$ cat src/hdl/rect_collision_table_top_defines.svh
// Assertion macros for the rectangle collision table.
// Depends on nothing; included by the modules that carry assertions.
// Macros take a label, clock, reset (RCT_ASSERT only), property and message.
`ifndef RECT_COLLISION_TABLE_TOP_DEFINES_SVH
`define RECT_COLLISION_TABLE_TOP_DEFINES_SVH

`ifndef SYNTHESIS
`define RCT_ASSERT(lbl, clk, rst, prop, msg) \
  lbl: assert property (@(posedge clk) disable iff (rst) prop) else $error(msg);
`define RCT_ASSERT_ALWAYS(lbl, clk, prop, msg) \
  lbl: assert property (@(posedge clk) prop) else $error(msg);
`else
`define RCT_ASSERT(lbl, clk, rst, prop, msg)
`define RCT_ASSERT_ALWAYS(lbl, clk, prop, msg)
`endif

`endif

$ cat src/hdl/rct_pkg.sv
// Package for the rectangle collision table: sizes, command codes,
// payload structs and the scan state type. Depends on nothing.
package rct_pkg;

  // Table depth, the widths that follow from it, and the payload widths.
  localparam int MaxRects   = 64;
  localparam int IdxW       = (MaxRects > 1) ? $clog2(MaxRects) : 1;
  localparam int CntW       = $clog2(MaxRects + 1);
  localparam int EntryCntW  = 7;
  localparam int CoordW     = 16;
  localparam int SizeW      = 15;
  localparam int EdgeW      = CoordW + 1;

  typedef enum logic [1:0] {
    FUNC_ADD    = 2'd0,
    FUNC_CLEAR  = 2'd1,
    FUNC_QRECT  = 2'd2,
    FUNC_QPOINT = 2'd3
  } rct_func_t;

  typedef struct packed {
    rct_func_t                 func;
    logic signed [CoordW-1:0]  pos_x;
    logic signed [CoordW-1:0]  pos_y;
    logic        [SizeW-1:0]   size_w;
    logic        [SizeW-1:0]   size_h;
  } rct_req_t;

  typedef struct packed {
    logic                  hit;
    logic                  status;
    logic [EntryCntW-1:0]  entry_count;
  } rct_rsp_t;

  // One stored rectangle.
  typedef struct packed {
    logic signed [CoordW-1:0]  x;
    logic signed [CoordW-1:0]  y;
    logic        [SizeW-1:0]   w;
    logic        [SizeW-1:0]   h;
  } rct_rect_t;

  typedef enum logic {
    ST_IDLE,
    ST_SCAN
  } rct_state_t;

  // Far edge of a span: start plus length, one bit wider so it cannot wrap.
  function automatic logic signed [EdgeW-1:0] rct_edge(
    input logic signed [CoordW-1:0] pos,
    input logic        [SizeW-1:0]  len
  );
    logic signed [EdgeW-1:0] a;
    logic signed [EdgeW-1:0] b;
    a = EdgeW'(pos);
    b = $signed({{(EdgeW - SizeW){1'b0}}, len});
    return a + b;
  endfunction

endpackage

$ cat src/hdl/rect_collision_table_top.sv
// Rectangle collision table: stores rectangles and tests query
// rectangles or points against them. Uses rct_pkg and the defines header.
//
// Timing: an add or clear gives its result in the cycle after the transfer and
// leaves busy low, so such commands may follow each other every cycle. A
// query raises busy and walks the stored entries through the table memory's
// single read port, one entry per cycle, comparing each in one shared edge
// comparator; it ends on the first hit or once every stored entry has been
// compared, and its result is then registered onto rsp. The result is shown for
// exactly one cycle on rsp, marked by done; the receiver cannot stall it, so
// it must take every result in that cycle. The table needs no clearing pass
// after reset: only entries below the fill count are ever read.
`include "rect_collision_table_top_defines.svh"

module rect_collision_table_top (
  input  logic             clk,
  input  logic             rst,
  input  logic             start,
  output logic             busy,
  input  rct_pkg::rct_req_t req,
  output logic             done,
  output rct_pkg::rct_rsp_t rsp
);
  import rct_pkg::*;

  // Table memory and fill count.
  rct_rect_t        mem [MaxRects];
  logic [CntW-1:0]  count;
  logic [CntW-1:0]  count_next;

  // Scan state.
  rct_state_t       state;
  rct_state_t       state_next;
  rct_rect_t        query;
  logic [CntW-1:0]  rd_addr;
  logic [CntW-1:0]  rd_addr_next;
  logic             rd_vld;
  logic             rd_vld_next;
  rct_rect_t        rd_data;

  // Result register.
  logic             done_next;
  rct_rsp_t         rsp_next;

  // Decoded control.
  logic             accept;
  logic             is_query;
  logic             table_full;
  logic             wr_en;
  logic             rd_issue;
  logic             hit_now;
  logic             finish;

  assign accept     = start && !busy;
  assign is_query   = (req.func == FUNC_QRECT) || (req.func == FUNC_QPOINT);
  assign table_full = (count == CntW'(MaxRects));

  // Shared edge comparator: stored entry against the latched query.
  // A point query is a query rectangle of zero size, which gives exactly
  // the strict point test.
  logic signed [EdgeW-1:0] e_x0, e_y0, e_x1, e_y1;
  logic signed [EdgeW-1:0] q_x0, q_y0, q_x1, q_y1;

  always_comb begin
    e_x0 = EdgeW'(rd_data.x);
    e_y0 = EdgeW'(rd_data.y);
    e_x1 = rct_edge(rd_data.x, rd_data.w);
    e_y1 = rct_edge(rd_data.y, rd_data.h);
    q_x0 = EdgeW'(query.x);
    q_y0 = EdgeW'(query.y);
    q_x1 = rct_edge(query.x, query.w);
    q_y1 = rct_edge(query.y, query.h);
    hit_now = rd_vld && !((q_x0 >= e_x1) || (q_y0 >= e_y1) ||
                          (q_x1 <= e_x0) || (q_y1 <= e_y0));
  end

  // Scan ends on a hit, or once every issued read has been compared.
  assign finish = hit_now || (!rd_vld && (rd_addr == count));

  // Next state.
  always_comb begin
    state_next = state;
    case (state)
      ST_IDLE: begin
        if (accept && is_query) begin
          state_next = ST_SCAN;
        end
      end
      ST_SCAN: begin
        if (finish) begin
          state_next = ST_IDLE;
        end
      end
      default: state_next = ST_IDLE;
    endcase
  end

  // Outputs and datapath control.
  always_comb begin
    busy         = 1'b0;
    wr_en        = 1'b0;
    rd_issue     = 1'b0;
    count_next   = count;
    rd_addr_next = rd_addr;
    rd_vld_next  = 1'b0;
    done_next    = 1'b0;
    rsp_next     = rsp;
    case (state)
      ST_IDLE: begin
        rd_addr_next = '0;
        if (accept) begin
          rsp_next.hit         = 1'b0;
          rsp_next.status      = 1'b0;
          rsp_next.entry_count = EntryCntW'(count);
          case (req.func)
            FUNC_ADD: begin
              done_next = 1'b1;
              if (table_full) begin
                rsp_next.status = 1'b1;
              end else begin
                wr_en                = 1'b1;
                count_next           = count + 1'b1;
                rsp_next.entry_count = EntryCntW'(count + 1'b1);
              end
            end
            FUNC_CLEAR: begin
              done_next            = 1'b1;
              count_next           = '0;
              rsp_next.entry_count = '0;
            end
            default: ;
          endcase
        end
      end
      ST_SCAN: begin
        busy = 1'b1;
        if (finish) begin
          done_next            = 1'b1;
          rsp_next.hit         = hit_now;
          rsp_next.status      = 1'b0;
          rsp_next.entry_count = EntryCntW'(count);
        end else if (rd_addr != count) begin
          rd_issue     = 1'b1;
          rd_vld_next  = 1'b1;
          rd_addr_next = rd_addr + 1'b1;
        end
      end
      default: ;
    endcase
  end

  // Control registers.
  always_ff @(posedge clk) begin
    if (rst) begin
      state   <= ST_IDLE;
      count   <= '0;
      rd_addr <= '0;
      rd_vld  <= 1'b0;
      done    <= 1'b0;
    end else begin
      state   <= state_next;
      count   <= count_next;
      rd_addr <= rd_addr_next;
      rd_vld  <= rd_vld_next;
      done    <= done_next;
    end
  end

  // Payload registers: result and latched query. A point query is held
  // with zero size.
  always_ff @(posedge clk) begin
    rsp <= rsp_next;
    if (accept && is_query) begin
      query.x <= req.pos_x;
      query.y <= req.pos_y;
      if (req.func == FUNC_QPOINT) begin
        query.w <= '0;
        query.h <= '0;
      end else begin
        query.w <= req.size_w;
        query.h <= req.size_h;
      end
    end
  end

  // Table memory: one write port, one registered read port.
  always_ff @(posedge clk) begin
    if (wr_en) begin
      mem[count[IdxW-1:0]] <= '{x: req.pos_x, y: req.pos_y,
                                w: req.size_w, h: req.size_h};
    end
    if (rd_issue) begin
      rd_data <= mem[rd_addr[IdxW-1:0]];
    end
  end

  // Checks on the scan and the fill count.
  `RCT_ASSERT(a_count_bound, clk, rst, (count <= CntW'(MaxRects)), "fill count above depth")
  `RCT_ASSERT(a_rd_in_scan, clk, rst, (rd_vld |-> (state == ST_SCAN)), "read data outside scan")
  `RCT_ASSERT(a_rd_addr_bound, clk, rst, ((state == ST_SCAN) |-> (rd_addr <= count)), "scan past fill count")
  `RCT_ASSERT(a_accept_progress, clk, rst, ((start && !busy) |=> (done || busy)), "transfer gave no result and no scan")
  `RCT_ASSERT(a_drop_when_full, clk, rst, ((done && rsp.status) |-> (count == CntW'(MaxRects))), "add dropped while table not full")

endmodule
$ cat config.mk
export PLATFORM = sky130hd
export DESIGN_NAME = rect_collision_table_top
export DESIGN_NICKNAME = d
export VERILOG_FILES = /design/src/hdl/rct_pkg.sv /design/src/hdl/rect_collision_table_top.sv
export VERILOG_INCLUDE_DIRS = /design/src /design/src/hdl
export SDC_FILE = /design/constraint.sdc
export NUM_CORES = 2
export LEC_CHECK = 0
export BUFFER_PORTS_ARGS = -buffer_cell sky130_fd_sc_hd__buf_2
export CORE_ASPECT_RATIO = 1.25
export CORE_MARGIN = 2
export CORE_UTILIZATION = 33
export DETAILED_ROUTE_END_ITERATION = 6
export PLACE_DENSITY = 0.58
export SYNTH_ARGS = -nofsm -noshare
export SYNTH_HDL_FRONTEND = slang
export SYNTH_SLANG_ARGS = --single-unit
export TNS_END_PERCENT = 30
$ cat constraint.sdc
create_clock -name clk -period 6.8 [get_ports clk]
set_input_delay 1.36 -clock clk [delete_from_list [all_inputs] [get_ports clk]]
set_output_delay 1.36 -clock clk [all_outputs]
set_load 0.005 [all_outputs]
## Word-level counts from Yosys, hierarchy flattened

Memories as Yosys holds them, arrays and structs flattened. A register that Yosys moved wholly into a read port is not among the register bits.
Index checks and enable logic that the tools add are counted.
Widths: inputs -> output; s select.

- Word-level logic and storage cells: 78
- RAM bits: 3,968
- Memories kept: 1
- Flip-flop bits (word level): 88

- Order comparisons: 4
- Mux-type cells: 27
- Eq/ne operators: 10
- Bitwise logic cells: 1
- Reduce and logical (&&, ||, !) cells: 17
- Add/subtract/negate cells: 6

Memory list:

| name | words | bits a word | rd ports | clocked after Yosys merged registers in | wr ports | line | source |
|---|---|---|---|---|---|---|---|
| mem | 64 | 62 | 1 | 1 | 1 | rect_collision_table_top.sv:27 | `rct_rect_t mem [MaxRects];` |

Operator list:

| operator | count |
|---|---|
| $add 16x16->17 | 4 |
| $ge 16x17->1 | 2 |
| $le 17x16->1 | 2 |
| $pmux 7 s2 | 2 |
| $mux 7 | 3 |
| $mux 9 | 2 |
| $pmux 9 s2 | 1 |
| $mux 1 | 17 |
| $add 7x1->7 const B | 2 |
| $eq 7x7->1 | 1 |
| $eq 7x7->1 const B | 1 |
| $ne 7x7->1 | 1 |
| $reduce_and 2->1 | 3 |
| $logic_or 1x1->1 | 5 |
| $eq 2x2->1 const B | 2 |
| $logic_and 1x1->1 | 4 |
| $ne 2x1->1 const B | 2 |
| $ne 2x2->1 const B | 2 |
| $pmux 1 s2 | 2 |
| $logic_not 1->1 | 3 |
| $eq 2x1->1 const B | 1 |
| $logic_not 2->1 | 1 |
| $reduce_or 2->1 | 1 |
| $not 1->1 | 1 |

## Longest topological paths before layout

- Word-level depth: 10
- Mapped depth: 21

## Worst setup path before layout

OpenSTA, ideal clock, no wires.

- Kind: reg2reg
- Start point: register query (netlist bit q_x0[1])
- End point: register e_x0[0] (netlist name)
- Stages on the path, launching flop included: 17
- Path slack: -0.034 ns
- Arrival: 6.352 ns
- Data required time: 6.318 ns
- Period minus slack after synthesis: 6.834 ns
- Buffers on the path: 0
- Cells stage by stage: edfxtp_1 -> ha_1 -> a21o_1 -> a21o_1 -> a2111oi_0 -> o31ai_1 -> o41a_1 -> a211o_1 -> a21oi_1 -> xnor2_1 -> ha_1 -> a2111oi_0 -> o21ai_0 -> a21o_1 -> nand4_1 -> nand2_1 -> nor2_1

- Longest elaborated chain between the ends: 9
- Elaborated cells on any way between the ends: 11

RTL lines:

| what | line | source |
|---|---|---|
| start: declaration | rect_collision_table_top.sv:34 | `rct_rect_t query;` |
| $add 16x16->17 / $ge 16x17->1 (equally long branches) | rct_pkg.sv:57, rect_collision_table_top.sv:73 |  |
| $le 17x16->1 / $logic_or 1x1->1 (equally long branches) | rect_collision_table_top.sv:74, rect_collision_table_top.sv:73 |  |
| $logic_or 1x1->1 * | rect_collision_table_top.sv:73 | `hit_now = rd_vld && !((q_x0 >= e_x1) \|\| (q_y0 >= e_y1) \|\|` |
| $logic_or 1x1->1 * | rect_collision_table_top.sv:74 | `(q_x1 <= e_x0) \|\| (q_y1 <= e_y0));` |
| $logic_not 1->1 * | rect_collision_table_top.sv:73 |  |
| $logic_and 1x1->1 * | rect_collision_table_top.sv:73 |  |
| $logic_or 1x1->1 * | rect_collision_table_top.sv:78 | `assign finish = hit_now \|\| (!rd_vld && (rd_addr == count));` |
| $mux 1 * (2 in a row) | n/a |  |
| named net rd_issue | rect_collision_table_top.sv:50 | `logic rd_issue;` |

Mark *: on every way through the listed nets, which the timed path passes. The rest lies on a longest branch.
A chain may end at the register's enable or synchronous reset.

## Final worst setup path

- Start point: register query (netlist bit q_x0[1])
- End point: register e_y0[15] (netlist name)

- Longest elaborated chain between the ends: 9
- Elaborated cells on any way between the ends: 11

RTL lines:

| what | line |
|---|---|
| $add 16x16->17 / $ge 16x17->1 (equally long branches) | rct_pkg.sv:57, rect_collision_table_top.sv:73 |
| $le 17x16->1 / $logic_or 1x1->1 (equally long branches) | rect_collision_table_top.sv:74, rect_collision_table_top.sv:73 |
| $logic_or 1x1->1 * | rect_collision_table_top.sv:73 |
| $logic_or 1x1->1 * | rect_collision_table_top.sv:74 |
| $logic_not 1->1 * | rect_collision_table_top.sv:73 |
| $logic_and 1x1->1 * | rect_collision_table_top.sv:73 |
| $logic_or 1x1->1 * | rect_collision_table_top.sv:78 |
| $mux 1 * (2 in a row) | n/a |
| named net rd_issue | rect_collision_table_top.sv:50 |

Marked as above.

==> metrics <==
run status=finished, final reports clean; Overall Global Routing Usage=18.3%; fmax=0.159 GHz; Ys Warns=0; leading cell type in the layout, fill and taps excluded=edfxtp_1; Final ANT Viol Nets=0; Switching Fraction=20.1%; Total Wirelength=454000 µm; Worst VDD drop=0.232 mV; final RePlAce weighted congestion=0.871; average instance area after synthesis=24.4 µm²; count of buffering cells on the critical path with inverters included=1; top cell type's share of synthesized area=77.2%; filler cell count=42600; Post-synth EDFFs=4101; Final setup violation count=0; share of final-layout standard cells stronger than drive strength 1=30.9%; hold violation total from the final report=0; number of top-level design ports=78; initial core utilization=33.1%; Iter 0 DRT Violations=9293; top library cells by usage in the layout, fill and taps aside=edfxtp_1, mux4_2, clkbuf_16, buf_4, ha_1; die area=489000 µm²; Clock Root Buffer=clkbuf_16; Core Box Area=482000 µm²; number of global-route vias before repair=75400; std cell rows=285; final max-slew violation count=0; mean number of vias per cell=5.44; initial antenna violation count=62; Sink Count=4118; CTS tree=done; number of buffers created by CTS=375; Port Buffer Count=77; summed area of non-filler cells in the final layout=182000 µm²; Netlist cell types=57; post-cts sizing count=0; headroom to the max-slew limit=15.9%; worst-margin pin slew=1.26 ns; chip width=626 µm; post-layout total power=50.4 mW; maximum number of pins on one net before global-route repair=131; Hold Path Stages=2; crit path capture type=flip-flop; number of cells on the worst reg-to-reg path=19; clock-pin slew reported for the worst setup and hold paths after clock tree synthesis=0.06 ns; sequential cell area fraction in the yosys report=77.4%; first-pass GRT wire length=624000 µm; number of standard cells after synthesis=6539; ratio of total power to cell area=276 nW/µm²; Pint=40.2 mW; sw power=10.1 mW; TritonRoute pass-1 iters=6; Cell Area, Synth=160000 µm²; fin crit share=92.5%; synthesis-to-finish area growth=14.2%; type of the worst setup path=flip-flop to flip-flop; cell at the slowest stage of the critical path=a2111oi_0; reported max-cap violation count=0; post-synthesis net count=6741; part of the total power dissipated in the clock network=42.7%; ranking of synthesized cells by area=edfxtp_1, mux4_2, ha_1, clkbuf_1, nor2_1; Max FO, Critical Path=62; async set or reset register ratio after synthesis=0%; CP delay by family, top=compound AO/OA/AOI/OAI gates; Worst-Skew Late Latency=0.95 ns; post-CTS setup buffers=0; fin util=37.8%; total global routing overflow=0; critical path data required time=7.36 ns; height of the die=782 µm; count of state elements after synthesis=4118; Final #Nets=7101; cells along the critical path=ha_1 > a21o_1 > a21o_1 > a2111oi_0 > o31ai_1 > o41a_1 > a211o_1 > a21oi_1 > xnor2_1 > ha_1 > nand3_1 > nor3_1 > a22oi_1 > nand3_1 > a211oi_1 > nand4_1 > nand2_1 > nor2_4 > buf_4; arrival time at the worst endpoint=6.84 ns; time the final worst path needs with I/O delays and setup=6.29 ns; number of cells on the critical path=19; number of levels in the clock H-tree=5; post-route worst hold slack=0.503 ns; top cell type by total area after synthesis=edfxtp_1; half-perimeter wire length after placement=241000 µm; DRC violation count after routing=0; Setup TNS Final=0 ns; element type at the critical path start=flip-flop; Hold Crit Class=flip-flop to flip-flop; per-cell routed wire length=33.1 µm; top_reg_cell synth=edfxtp_1; Post-Place Cell Area=170000 µm²; part of the power in combinational logic=1.7%; Critical Path Max Stage Delay=0.72 ns; worst clock skew=0.0487 ns; relative contribution of sequential cells to total power=55.5%; Max clock buf depth=4; Leakage=53.9 nW; number of hold buffers added after CTS=0; Vias=74600; unrepaired setup endpoints after global routing=no
-- through the flow --
stage	std cells	setup WS [ns]
floorplan	6539	1.00
global placement	13000	0.590
detailed placement	13000	0.582
CTS	13700	0.551
global route	13700	0.200
finish	13700	0.512
-- layout make-up --
cell class | count | area [µm²] | area share [%]
diodes | 38 | 95.1 | 0.0522
clock buffers | 440 | 9770 | 5.36
clock inverters | 243 | 2550 | 1.40
inverters | 71 | 267 | 0.146
multi-input cells | 2039 | 35000 | 19.2
flip-flops and latches | 4118 | 124000 | 67.8
well taps | 6457 | 8080 | 4.43
repair buffers | 294 | 2990 | 1.64
-- worst register-to-register path: stages, from the launching register on --
cell and delay [ns]:
edfxtp_1 0.44, ha_1 0.30, a21o_1 0.18, a21o_1 0.21
a2111oi_0 0.72, o31ai_1 0.26, o41a_1 0.41, a211o_1 0.28
a21oi_1 0.18, xnor2_1 0.10, ha_1 0.30, nand3_1 0.09
nor3_1 0.58, a22oi_1 0.14, nand3_1 0.13, a211oi_1 0.07
nand4_1 0.33, nand2_1 0.27, nor2_4 0.12, buf_4 0.71
-- registers in the layout (all words and copies together) (netlist names), 7 cells and up --
| register | count |
|---|---|
| rd_addr | 7 |
| mem | 3968 |
| q_x0 | 16 |
| rd_data | 30 |
| e_y0 | 16 |
| query | 30 |
| count | 7 |
| e_x0 | 16 |
| rsp | 9 |
| q_y0 | 16 |
-- cell usage after synthesis, types with 7 or more instances --
cell type	instances
or3_1	11
o21a_1	9
dfxtp_1	17
mux4_2	1302
clkbuf_1	167
nand2_1	54
and2_1	37
a31oi_1	9
a21o_1	24
nor2_1	126
a211oi_1	8
xnor2_1	33
o31ai_1	9
o21ai_0	36
o211ai_1	8
buf_1	53
edfxtp_1	4101
buf_2	82
nor2b_1	9
nand4_1	13
a211o_1	8
nor3_1	24
nand3_1	36
ha_1	131
and3_1	7
a21oi_1	47
inv_1	71
or2_2	7
nand2b_1	12
xor2_1	25
-- cells by family after synthesis --
kind of cell / Yosys count / synth area share (%)
adders and majority gates: 135 / 1.08
DFF: 4118 / 77.4
AOI/OAI and AO/OA: 188 / 0.773
buffers and inverters: 382 / 0.996
and+or+nand+nor: 351 / 1.06
muxes: 1307 / 18.4
xor gates and xnor gates: 58 / 0.318
-- final timing paths --
check	start	endpoint	slack [ns]
min reg2reg	rd_addr[6]	rd_addr[6]	0.50
min	rd_addr[6]	rd_addr[6]	0.50
max	q_x0[1]	e_y0[15]	0.51
max reg2reg	q_x0[1]	e_y0[15]	0.51
-- power by group through the flow --
stage | Sequential [mW] | Combinational (mW) | Clock [mW]
after floorplan | 28.5 | 0.316 | 0
after global placement | 28.5 | 0.835 | 0
after detailed placement | 28.5 | 0.869 | 0
after CTS | 28.0 | 0.871 | 21.9
after global routing | 28.0 | 0.944 | 22.8
final | 28.0 | 0.866 | 21.5
-- metal layers --
metal / track usage (%) / up-vias / share of wire (%)
met4: 6.40 / 36 / 3.6
met5: 0 / - / 0.048
met2: 31.3 / 3215 / 51
met1: 23.3 / 41600 / 38
met3: 3.31 / 691 / 7.7
li1: - / 29100 / -
(Power assumes the default switching activity.)
